## config.mk

```make
export PLATFORM = sky130hd
export DESIGN_NAME = float32_float16_converter_top
export DESIGN_NICKNAME = d
export VERILOG_FILES = /design/src/f32f16_pkg.sv /design/src/f32f16_s2h.sv /design/src/f32f16_h2s.sv /design/src/float32_float16_converter_top.sv
export SDC_FILE = /design/constraint.sdc
export NUM_CORES = 1
export LEC_CHECK = 0
export ABC_AREA = 1
export BUFFER_PORTS_ARGS = -buffer_cell sky130_fd_sc_hd__buf_4
export CAP_MARGIN = 0
export CELL_PAD_IN_SITES_DETAIL_PLACEMENT = 1
export CELL_PAD_IN_SITES_GLOBAL_PLACEMENT = 1
export CORE_ASPECT_RATIO = 0.9
export CORE_MARGIN = 1
export CORE_UTILIZATION = 25
export DETAILED_ROUTE_END_ITERATION = 7
export PLACE_DENSITY_LB_ADDON = 0.15
export SYNTH_ARGS = -nofsm -noshare
export SYNTH_HDL_FRONTEND = slang
export SYNTH_SLANG_ARGS = --single-unit
```

## constraint.sdc

```tcl
create_clock -name clk -period 2.29 [get_ports clk]
set_input_delay 0.1145 -clock clk [delete_from_list [all_inputs] [get_ports clk]]
set_output_delay 0.1145 -clock clk [all_outputs]
set_load 0.01 [all_outputs]
```

## src/f32f16_pkg.sv

```systemverilog
// ----------------------------------------------------------------------------
// f32f16_pkg
// shared constants and types of the single/half float converter
// ----------------------------------------------------------------------------
`default_nettype none
package f32f16_pkg;

  // conversion direction
  typedef enum logic {
    MODE_S2H = 1'b0,
    MODE_H2S = 1'b1
  } mode_t;

  localparam logic [31:0] SGL_INF     = 32'h7F80_0000;
  localparam logic [31:0] SGL_HMAX    = 32'h477F_E000;
  localparam logic [31:0] SGL_HMIN    = 32'h3880_0000;
  localparam logic [31:0] SGL_NANMIN  = 32'h7F80_2000;
  localparam int          DROP_BITS   = 13;
  localparam logic [18:0] MAXC        = 19'(SGL_HMAX >> DROP_BITS);
  localparam logic [18:0] REBIAS      = 19'h1C000;
  localparam logic [18:0] HALF_SUBMAX = 19'h003FF;

endpackage
`default_nettype wire

```

## src/f32f16_s2h.sv

```systemverilog
// ----------------------------------------------------------------------------
// f32f16_s2h
// single to half conversion, combinational, mantissa truncated
// ----------------------------------------------------------------------------
`default_nettype none
module f32f16_s2h
  import f32f16_pkg::*;
(
  input  wire logic [31:0] operand,
  output logic      [15:0] half
);

  logic [30:0] mag;
  logic [7:0]  e;
  logic [23:0] m;
  logic [7:0]  sh;
  logic [30:0] v;
  logic [18:0] t;
  logic [18:0] t1;
  logic [18:0] t2;

  always_comb begin
    mag = operand[30:0];
    e   = mag[30:23];
    m   = {1'b1, mag[22:0]};
    sh  = 8'd113 - e;
    // clamp special ranges before dropping the low bits
    if ({1'b0, mag} < SGL_HMIN) begin
      if (e == 8'd0 || sh >= 8'd32) v = '0;
      else v = 31'({7'd0, m} >> sh[4:0]);
    end else if ({1'b0, mag} > SGL_HMAX && {1'b0, mag} < SGL_INF) begin
      v = SGL_INF[30:0];
    end else if ({1'b0, mag} > SGL_INF && {1'b0, mag} < SGL_NANMIN) begin
      v = SGL_NANMIN[30:0];
    end else begin
      v = mag;
    end
    // rebias exponent
    t  = {1'b0, v[30:13]};
    t1 = (t > MAXC) ? t - REBIAS : t;
    t2 = (t1 > HALF_SUBMAX) ? t1 - REBIAS : t1;
    half = {operand[31], t2[14:0]};
  end

endmodule
`default_nettype wire

```

## src/f32f16_h2s.sv

```systemverilog
// ----------------------------------------------------------------------------
// f32f16_h2s
// half to single conversion, exact, subnormals normalised
// ----------------------------------------------------------------------------
`default_nettype none
module f32f16_h2s
  import f32f16_pkg::*;
(
  input  wire logic [15:0] half,
  output logic      [31:0] single
);

  logic [14:0] v;
  logic [3:0]  p;
  logic [18:0] t;
  logic [22:0] frac;

  always_comb begin
    v = half[14:0];
    p = 4'd0;
    // leading one position of a subnormal mantissa
    for (int i = 0; i < 10; i++) begin
      if (v[i]) p = 4'(i);
    end
    frac = 23'({13'd0, v[9:0]} << (5'd23 - {1'b0, p}));
    t = {4'd0, v} + REBIAS;
    if (t > MAXC) t = t + REBIAS;
    if (v == 15'd0) begin
      single = {half[15], 31'd0};
    end else if (v[14:10] == 5'd0) begin
      single = {half[15], 8'({4'd0, p} + 8'd103), frac};
    end else begin
      single = {half[15], t[17:0], 13'd0};
    end
  end

endmodule
`default_nettype wire

```

## src/float32_float16_converter_top.sv

```systemverilog
// ----------------------------------------------------------------------------
// float32_float16_converter_top
// single/half float bit-pattern converter, direction chosen per item
// ----------------------------------------------------------------------------
// result path: the start transfer passes the input register, then the result register, which raises done
// throughput: one item per cycle, busy is always low
// one input register and one result register lie around the converters
// reset clears the valid pipeline; no results are lost as the receiver never stalls
`default_nettype none
module float32_float16_converter_top
  import f32f16_pkg::*;
(
  input  wire logic        clk,
  input  wire logic        rst,
  input  wire logic        start,
  output logic             busy,
  input  wire logic        mode,
  input  wire logic [31:0] operand_bits,
  output logic             done,
  output logic      [31:0] result_bits
);

  logic        in_valid;
  mode_t       in_mode;
  logic [31:0] in_operand;
  logic [15:0] half;
  logic [31:0] single;
  logic [31:0] result_next;

  assign busy = 1'b0;

  // input register
  always_ff @(posedge clk) begin
    if (rst) in_valid <= 1'b0;
    else in_valid <= start;
    in_mode    <= mode_t'(mode);
    in_operand <= operand_bits;
  end

  f32f16_s2h u_s2h (.operand(in_operand), .half(half));
  f32f16_h2s u_h2s (.half(in_operand[15:0]), .single(single));

  assign result_next = (in_mode == MODE_H2S) ? single : {16'd0, half};

  // result register
  always_ff @(posedge clk) begin
    if (rst) done <= 1'b0;
    else done <= in_valid;
    result_bits <= result_next;
  end

`ifndef SYNTHESIS
  a_done_follows : assert property (@(posedge clk) disable iff (rst)
    in_valid |=> done) else $error("done did not follow accepted item");
  a_half_upper : assert property (@(posedge clk) disable iff (rst)
    in_valid && in_mode == MODE_S2H |=> result_bits[31:16] == 16'd0)
    else $error("half result has upper bits set");
  a_start_two : assert property (@(posedge clk) disable iff (rst)
    start |=> ##1 done) else $error("missing result two cycles after start");
`endif

endmodule
`default_nettype wire
```

After elaboration in Yosys (flattened, before gate mapping)
Index checks and enable logic that the tools add are counted.
Operators by class
  $add $sub $neg: 7
  $lt $le $gt $ge: 9
  shift-type cells: 2
  multiplexer cells: 19
  bitwise logic cells: 1
  reductions and logical operators: 7
Operator list (number)
  two-way mux 31 bit: 5
  greater-than comparator 31 bit, second input constant: 2
  less-than comparator 31 bit, second input constant: 2
  two-way mux 16 bit: 2
  less-than comparator 31 x 30 -> 1 bit, second input constant: 1
  right shift 24 x 5 -> 31 bit: 1
  << shifter 10 x 5 -> 23 bit: 1
  greater-than comparator 19 x 10 -> 1 bit, second input constant: 1
  greater-than comparator 19 x 18 -> 1 bit, second input constant: 1
  two-way mux 19 bit: 1
  subtractor 18 x 17 -> 19 bit, second input constant: 1
  adder 15 x 17 -> 18 bit, second input constant: 1
  adder 18 x 17 -> 18 bit, second input constant: 1
  greater-than comparator 18 bit, second input constant: 1
  two-way mux 18 bit: 1
  logical NOT 15 bit: 1
  two-way mux 15 bit: 1
  subtractor 15 bit, second input constant: 1
  two-way mux 3 bit: 4
  adder 4 x 7 -> 8 bit, second input constant: 1
  >= comparator 8 x 6 -> 1 bit, second input constant: 1
  logical NOT 8 bit: 1
  two-way mux 4 bit: 2
  subtractor 7 x 8 -> 8 bit, first input constant: 1
  8 further kinds: 10
Storage, ports and cells
  register bits after elaboration: 67
  input bits: 36
  output and inout bits: 34
  word-level logic and storage cells: 52

Depth between registers and ports, before layout
  word-level depth: 14
  gate-level depth with buffers: 21
  depth with buffers taken out: 19

Cells and area by module
Synthesis repeated with hierarchy kept, for this count alone.
Unflattened totals
  cell total of the unflattened synthesis: 597
  area, all modules: 3891.2 µm²
By module, submodules not included
  float32_float16_converter_top: times used 1, cells an instance 159, area each 1729.2 µm², sequential area each 1341.3 µm²
  f32f16_s2h: times used 1, cells an instance 269, area each 1287.5 µm², sequential area each 0.0 µm²
  f32f16_h2s: times used 1, cells an instance 169, area each 874.6 µm², sequential area each 0.0 µm²

Worst setup path after synthesis
OpenSTA, ideal clock, no wires.
  kind: register -> register
  start point: register in_operand[24]
  end point: register result_bits[14]
  setup time: 58 ps
  arrival: 2099 ps
  required time: 2232 ps
  path slack: 133 ps
  stages on the path, launching flop included: 20
  buffers on the path: 2
  period minus slack after synthesis: 2157 ps
  cell sequence: dfxtp_1 buf_4 clkinv_2 buf_4 ha_1 nand2_2 nand2_1 nand2_1 nand2_1 nor2_4 nand2_4 nor2_2 nand3_1 nand2_1 nand3b_1 nor2_1 nand2_1 nand3_1 nand4_1 nand2_1
Between the ends
  longest elaborated chain between the ends: 10
  elaborated cells between the ends (all ways): 23
  those cells by class: add/sub (3); order compare (8); shift (1); mux (7); reduce/logical (4)
RTL lines
  start, declared: line float32_float16_converter_top.sv:25  | logic [31:0] in_operand;
  start signal, assigned: line float32_float16_converter_top.sv:37  | in_operand <= operand_bits;
  subtractor 7 x 8 -> 8 bit, or another cell as far along: line f32f16_s2h.sv:26  | sh = 8'd113 - e;
  >= comparator 8 x 6 -> 1 bit / logical AND 1 bit (equally long branches): line f32f16_s2h.sv:29, f32f16_s2h.sv:33
  logical OR 1 bit / two-way mux 31 bit (equally long branches): line f32f16_s2h.sv:29, f32f16_s2h.sv:33
  two-way mux 31 bit (on tied branches): line f32f16_s2h.sv:29, f32f16_s2h.sv:31
  two-way mux 31 bit (*): line f32f16_s2h.sv:28  | if ({1'b0, mag} < SGL_HMIN) begin
  subtractor 18 x 17 -> 19 bit / greater-than comparator 18 bit (equally long branches): line f32f16_s2h.sv:40  | t1 = (t > MAXC) ? t - REBIAS : t;
  two-way mux 19 bit (*): line f32f16_s2h.sv:40
  greater-than comparator 19 x 10 -> 1 bit / subtractor 15 bit (equally long branches): line f32f16_s2h.sv:41  | t2 = (t1 > HALF_SUBMAX) ? t1 - REBIAS : t1;
  two-way mux 15 bit (*): line f32f16_s2h.sv:41
  two-way mux 16 bit (*): line float32_float16_converter_top.sv:43  | assign result_next = (in_mode == MODE_H2S) ? single : {16'd0, half};
  via result_next[14]: line float32_float16_converter_top.sv:28  | logic [31:0] result_next;
  end signal, assigned: line float32_float16_converter_top.sv:49  | result_bits <= result_next;
  end, declared: line float32_float16_converter_top.sv:20  | output logic [31:0] result_bits
The timed path passes the listed nets; every way through them passes the cells marked *.
A chain may end at the register's enable or synchronous reset.

Worst setup path in the final report
  start point: register in_operand[9]
  end point: register result_bits[14]
Between the ends
  longest elaborated chain between the ends: 10
  elaborated cells between the ends (all ways): 28
  those cells by class: add/sub (4); order compare (8); shift (2); mux (11); reduce/logical (3)
RTL lines
  greater-than comparator 31 bit / less-than comparator 31 bit (equally long branches): line f32f16_s2h.sv:33  | end else if ({1'b0, mag} > SGL_INF && {1'b0, mag} < SGL_NANMIN) begin
  logical AND 1 bit: line f32f16_s2h.sv:33
  two-way mux 31 bit: line f32f16_s2h.sv:33
  two-way mux 31 bit: line f32f16_s2h.sv:31  | end else if ({1'b0, mag} > SGL_HMAX && {1'b0, mag} < SGL_INF) begin
  two-way mux 31 bit: line f32f16_s2h.sv:28
  subtractor 18 x 17 -> 19 bit / greater-than comparator 18 bit (equally long branches): line f32f16_s2h.sv:40
  two-way mux 19 bit: line f32f16_s2h.sv:40
  greater-than comparator 19 x 10 -> 1 bit / subtractor 15 bit (equally long branches): line f32f16_s2h.sv:41
  two-way mux 15 bit: line f32f16_s2h.sv:41
  two-way mux 16 bit (*): line float32_float16_converter_top.sv:43
  via result_next[14]: line float32_float16_converter_top.sv:28
Marks and branches as above.

==> impl_metrics.prom <==
# TYPE chip_impl_metric gauge
chip_impl_info{name="outcome",value="complete, no violations"} 1
chip_impl_metric{name="worst_hold_slack",unit="ns"} 0.4037
chip_impl_metric{name="slowest_delay",unit="ns"} 0.30
chip_impl_metric{name="finalHoldViolCount",unit=""} 0
chip_impl_metric{name="setup_viol",unit=""} 0
chip_impl_metric{name="maxCapViolations",unit=""} 0
chip_impl_metric{name="postRouteWirelength",unit="mm"} 11.07
chip_impl_metric{name="globalRouteOverflowTotal",unit=""} 0
chip_impl_metric{name="grt_first_pass_wirelength",unit="mm"} 17.95
chip_impl_metric{name="antenna_violations_before_repair",unit=""} 0
chip_impl_metric{name="worst-endpoint-arrival",unit="ns"} 2.36
chip_impl_metric{name="routabilityCongestion",unit=""} 0.8954
chip_impl_metric{name="maximum_count_of_clock_buffers_along_a_single_path",unit=""} 2
chip_impl_metric{name="fmaxAchievable",unit="GHz"} 0.4797
chip_impl_info{name="synth_area_leader_cell",value="dfxtp_1"} 1
chip_impl_metric{name="maximum_number_of_pins_on_one_net_before_global_route_repair",unit=""} 17
chip_impl_metric{name="timing.max_slew.rel_slack",unit=""} 0.6590
chip_impl_metric{name="grt_usage",unit=""} 0.1736
chip_impl_metric{name="route.detailed.vias_per_inst",unit=""} 4.457
chip_impl_metric{name="synth.cell_area",unit="sq um"} 3292
chip_impl_info{name="root_buffer",value="clkbuf_16"} 1
chip_impl_metric{name="asyncSetResetFlopFracSynth",unit=""} 0
chip_impl_metric{name="fin_nets",unit=""} 635
chip_impl_metric{name="worstSkewPairLatency",unit="ns"} 0.34
chip_impl_metric{name="drc_errors",unit=""} 0
chip_impl_metric{name="yosysTopAreaCellShare",unit=""} 0.4014
chip_impl_metric{name="wl_per_cell",unit="um"} 14.52
chip_impl_metric{name="fillCellCount",unit=""} 1593
chip_impl_metric{name="die_w",unit="um"} 123.0
chip_impl_metric{name="synth_fp_nets",unit=""} 506
chip_impl_info{name="cts_tree",value="built"} 1
chip_impl_metric{name="synthToLayoutAreaGrowth",unit="%"} 46.56
chip_impl_metric{name="final.setup.tns",unit="ns"} 0
chip_impl_metric{name="placement_rows",unit=""} 39
chip_impl_info{name="crit_path_top_delay_cell",value="dfxtp_1"} 1
chip_impl_metric{name="p_leak",unit="uW"} 0.002337
chip_impl_metric{name="area.sequential",unit="sq um"} 1330
chip_impl_metric{name="postSynthRegisterBits",unit=""} 66
chip_impl_metric{name="synth_edf_count",unit=""} 0
chip_impl_metric{name="cts_sinks",unit=""} 66
chip_impl_metric{name="synthCells",unit=""} 464
chip_impl_metric{name="synth_sequential_area_ratio",unit=""} 0.4014
chip_impl_metric{name="footprint_of_the_multi_input_gates",unit="sq um"} 1665
chip_impl_metric{name="yosysUniqueCellTypes",unit=""} 44
chip_impl_metric{name="vias",unit=""} 3396
chip_impl_metric{name="design.core.area",unit="sq um"} 12780
chip_impl_info{name="timing_worst_setup_path_type",value="flop to flop"} 1
chip_impl_metric{name="synth_area_per_cell",unit="sq um"} 7.095
chip_impl_metric{name="yosys_warnings",unit=""} 0
chip_impl_info{name="cell_types_with_the_highest_counts_after_synthesis",value="nand2_1, dfxtp_1, nand3_1"} 1
chip_impl_info{name="crit_path_end_kind",value="flop"} 1
chip_impl_info{name="crit_chain",value="inv_2, nand2_1, nor2_2, nand2_4, nor2_1, nand2_1, nand3_4, nand2_2, nand2_2, ha_1, nand3_1, nor2_1, nand3_1, nor2_1, nand2_1, nand3_1, nand4_1, nand2_1"} 1
chip_impl_metric{name="grt_pass1_vias",unit=""} 3530
chip_impl_info{name="worstHoldPathType",value="flop to flop"} 1
chip_impl_metric{name="period_minus_slack",unit="ns"} 2.085
chip_impl_metric{name="ant_nets",unit=""} 0
chip_impl_info{name="cpMostUsedCell",value="nand2_1"} 1
chip_impl_metric{name="die_y",unit="um"} 110.9
chip_impl_metric{name="min_period_over_period",unit=""} 0.9103
chip_impl_metric{name="preCtsSetupSlack",unit="ns"} -0.05081
chip_impl_metric{name="die_outline_area",unit="sq um"} 13630
chip_impl_metric{name="worst_slack",unit="ns"} 0.2055
chip_impl_metric{name="crit_path_max_fanout",unit=""} 5
chip_impl_metric{name="port_buffers",unit=""} 68
chip_impl_metric{name="pin_count",unit=""} 70
chip_impl_info{name="dominantRegCellSynth",value="dfxtp_1"} 1
chip_impl_info{name="startpoint_class",value="flop"} 1
chip_impl_metric{name="skew",unit="ns"} 0.007292
chip_impl_metric{name="design_power_total",unit="uW"} 3295
chip_impl_metric{name="layout_cell_share_with_drive_strength_beyond_1",unit=""} 0.2759
chip_impl_metric{name="drtIter0Drc",unit=""} 160
chip_impl_metric{name="floorplan.initialDensity",unit=""} 0.2575
chip_impl_info{name="yosysMostFrequentCell",value="nand2_1"} 1
chip_impl_metric{name="antennaDiodeCount",unit=""} 0
chip_impl_metric{name="detailed_place_hpwl",unit="mm"} 8.535
chip_impl_metric{name="slew_viol_final",unit=""} 0
chip_impl_metric{name="drt_pre_antenna_iters",unit=""} 6
chip_impl_metric{name="power-per-cell-area",unit="nW/um^2"} 682.9
chip_impl_metric{name="h-tree-depth",unit=""} 3
chip_impl_metric{name="cp_data_required_time",unit="ns"} 2.57
chip_impl_info{name="post_synth_main_area_contributors",value="dfxtp_1, nand2_1, nand3_1"} 1
chip_impl_metric{name="worst_pin_slew",unit="ns"} 0.5096
chip_impl_metric{name="worst_setup_hold_path_clk_slew",unit="ns"} 0.06
chip_impl_metric{name="peakVddDrop",unit="mV"} 0.3934
chip_impl_metric{name="numCtsBuffers",unit=""} 9
## metrics by stage
| stage | util | instances | cell area, sq um |
|---|---|---|---|
| finish | 0.3774 | 762 | 4825 |
| detailed placement | 0.3215 | 710 | 4110 |
| CTS | 0.3741 | 761 | 4783 |
| floorplan | - | 464 | 3292 |
| global placement | 0.3215 | 710 | 4110 |
| global route | 0.3774 | 762 | 4825 |
## placed cells by master, fill, tap and decap left out, drive strengths merged, types with 9 or more instances in the layout
master       synthesis  layout
nand2              143     143
buf                 11      98
dfxtp               66      66
inv                 51      52
nand3               51      51
nor2                46      46
dlygate4sd3          0      35
o21ai               27      27
a21oi               22      22
clkbuf               4       9
## registers in the layout, summed over array words and instances (netlist names)
register	flops
in_mode	1
in_operand	32
in_valid	1
result_bits	31
done	1
## layout make-up
cell class                 count  share of cell area
multi-input combinational    328              0.3452
sequential                    66              0.2757
timing repair buffer         133              0.2259
clock buffer                   9             0.04668
inverter                      55             0.04461
tap                          164             0.04253
clock inverter                 7             0.01945
## path summary, 6_finish.rpt
check | start | depth (start not counted) | endpoint | slack, ns
max | in_operand[9]$_DFF_P_ | 18 | result_bits[14]$_DFF_P_ | 0.21
min | in_valid$_SDFF_PP0_ | 2 | done$_SDFF_PP0_ | 0.40
max reg2reg | in_operand[9]$_DFF_P_ | 18 | result_bits[14]$_DFF_P_ | 0.21
min reg2reg | in_valid$_SDFF_PP0_ | 2 | done$_SDFF_PP0_ | 0.40
## power breakdown
| group | switching [uW] | internal [uW] |
|---|---|---|
| combinational | 312 | 255 |
| clock | 527 | 950 |
| sequential | 37.5 | 1210 |
| total | 877 | 2420 |
## critical path: cells and delay by family (launching register included)
kind                       cells  cell delay [ns]
and+or+nand+nor               16             1.48
DFF                            1             0.30
adders and majority gates      1             0.15
buffers and inverters          1             0.10
## timing repair
action / CTS / global route
hold buffers: 35 / 0
pin swaps: 0 / 2
gates resized for setup: 2 / 16
hold endpoints to repair: 35 / 0
endpoints found under the setup margin: 1 / 4
buffers inserted: 0 / 1
## logic make-up (layout without fill, tap and decap cells)
family,Yosys count,count (layout),share of synthesized area
compound gates,64,64,0.1095
xor+xnor,2,2,0.009882
fa+ha+maj,6,6,0.02280
buf+inv,70,204,0.09882
flops,66,66,0.4014
other cells,1,1,0.001139
simple gates,255,255,0.3565
## layer usage
metal  up-vias  track usage  wire (um)
met5         -            0          0
met4         0      0.05366        142
met3         9      0.04064        374
met2        56       0.2498       4696
met1      1589       0.2521       5855
li1       1742            -          -
No activity file was read; power rests on OpenSTA's default activity.
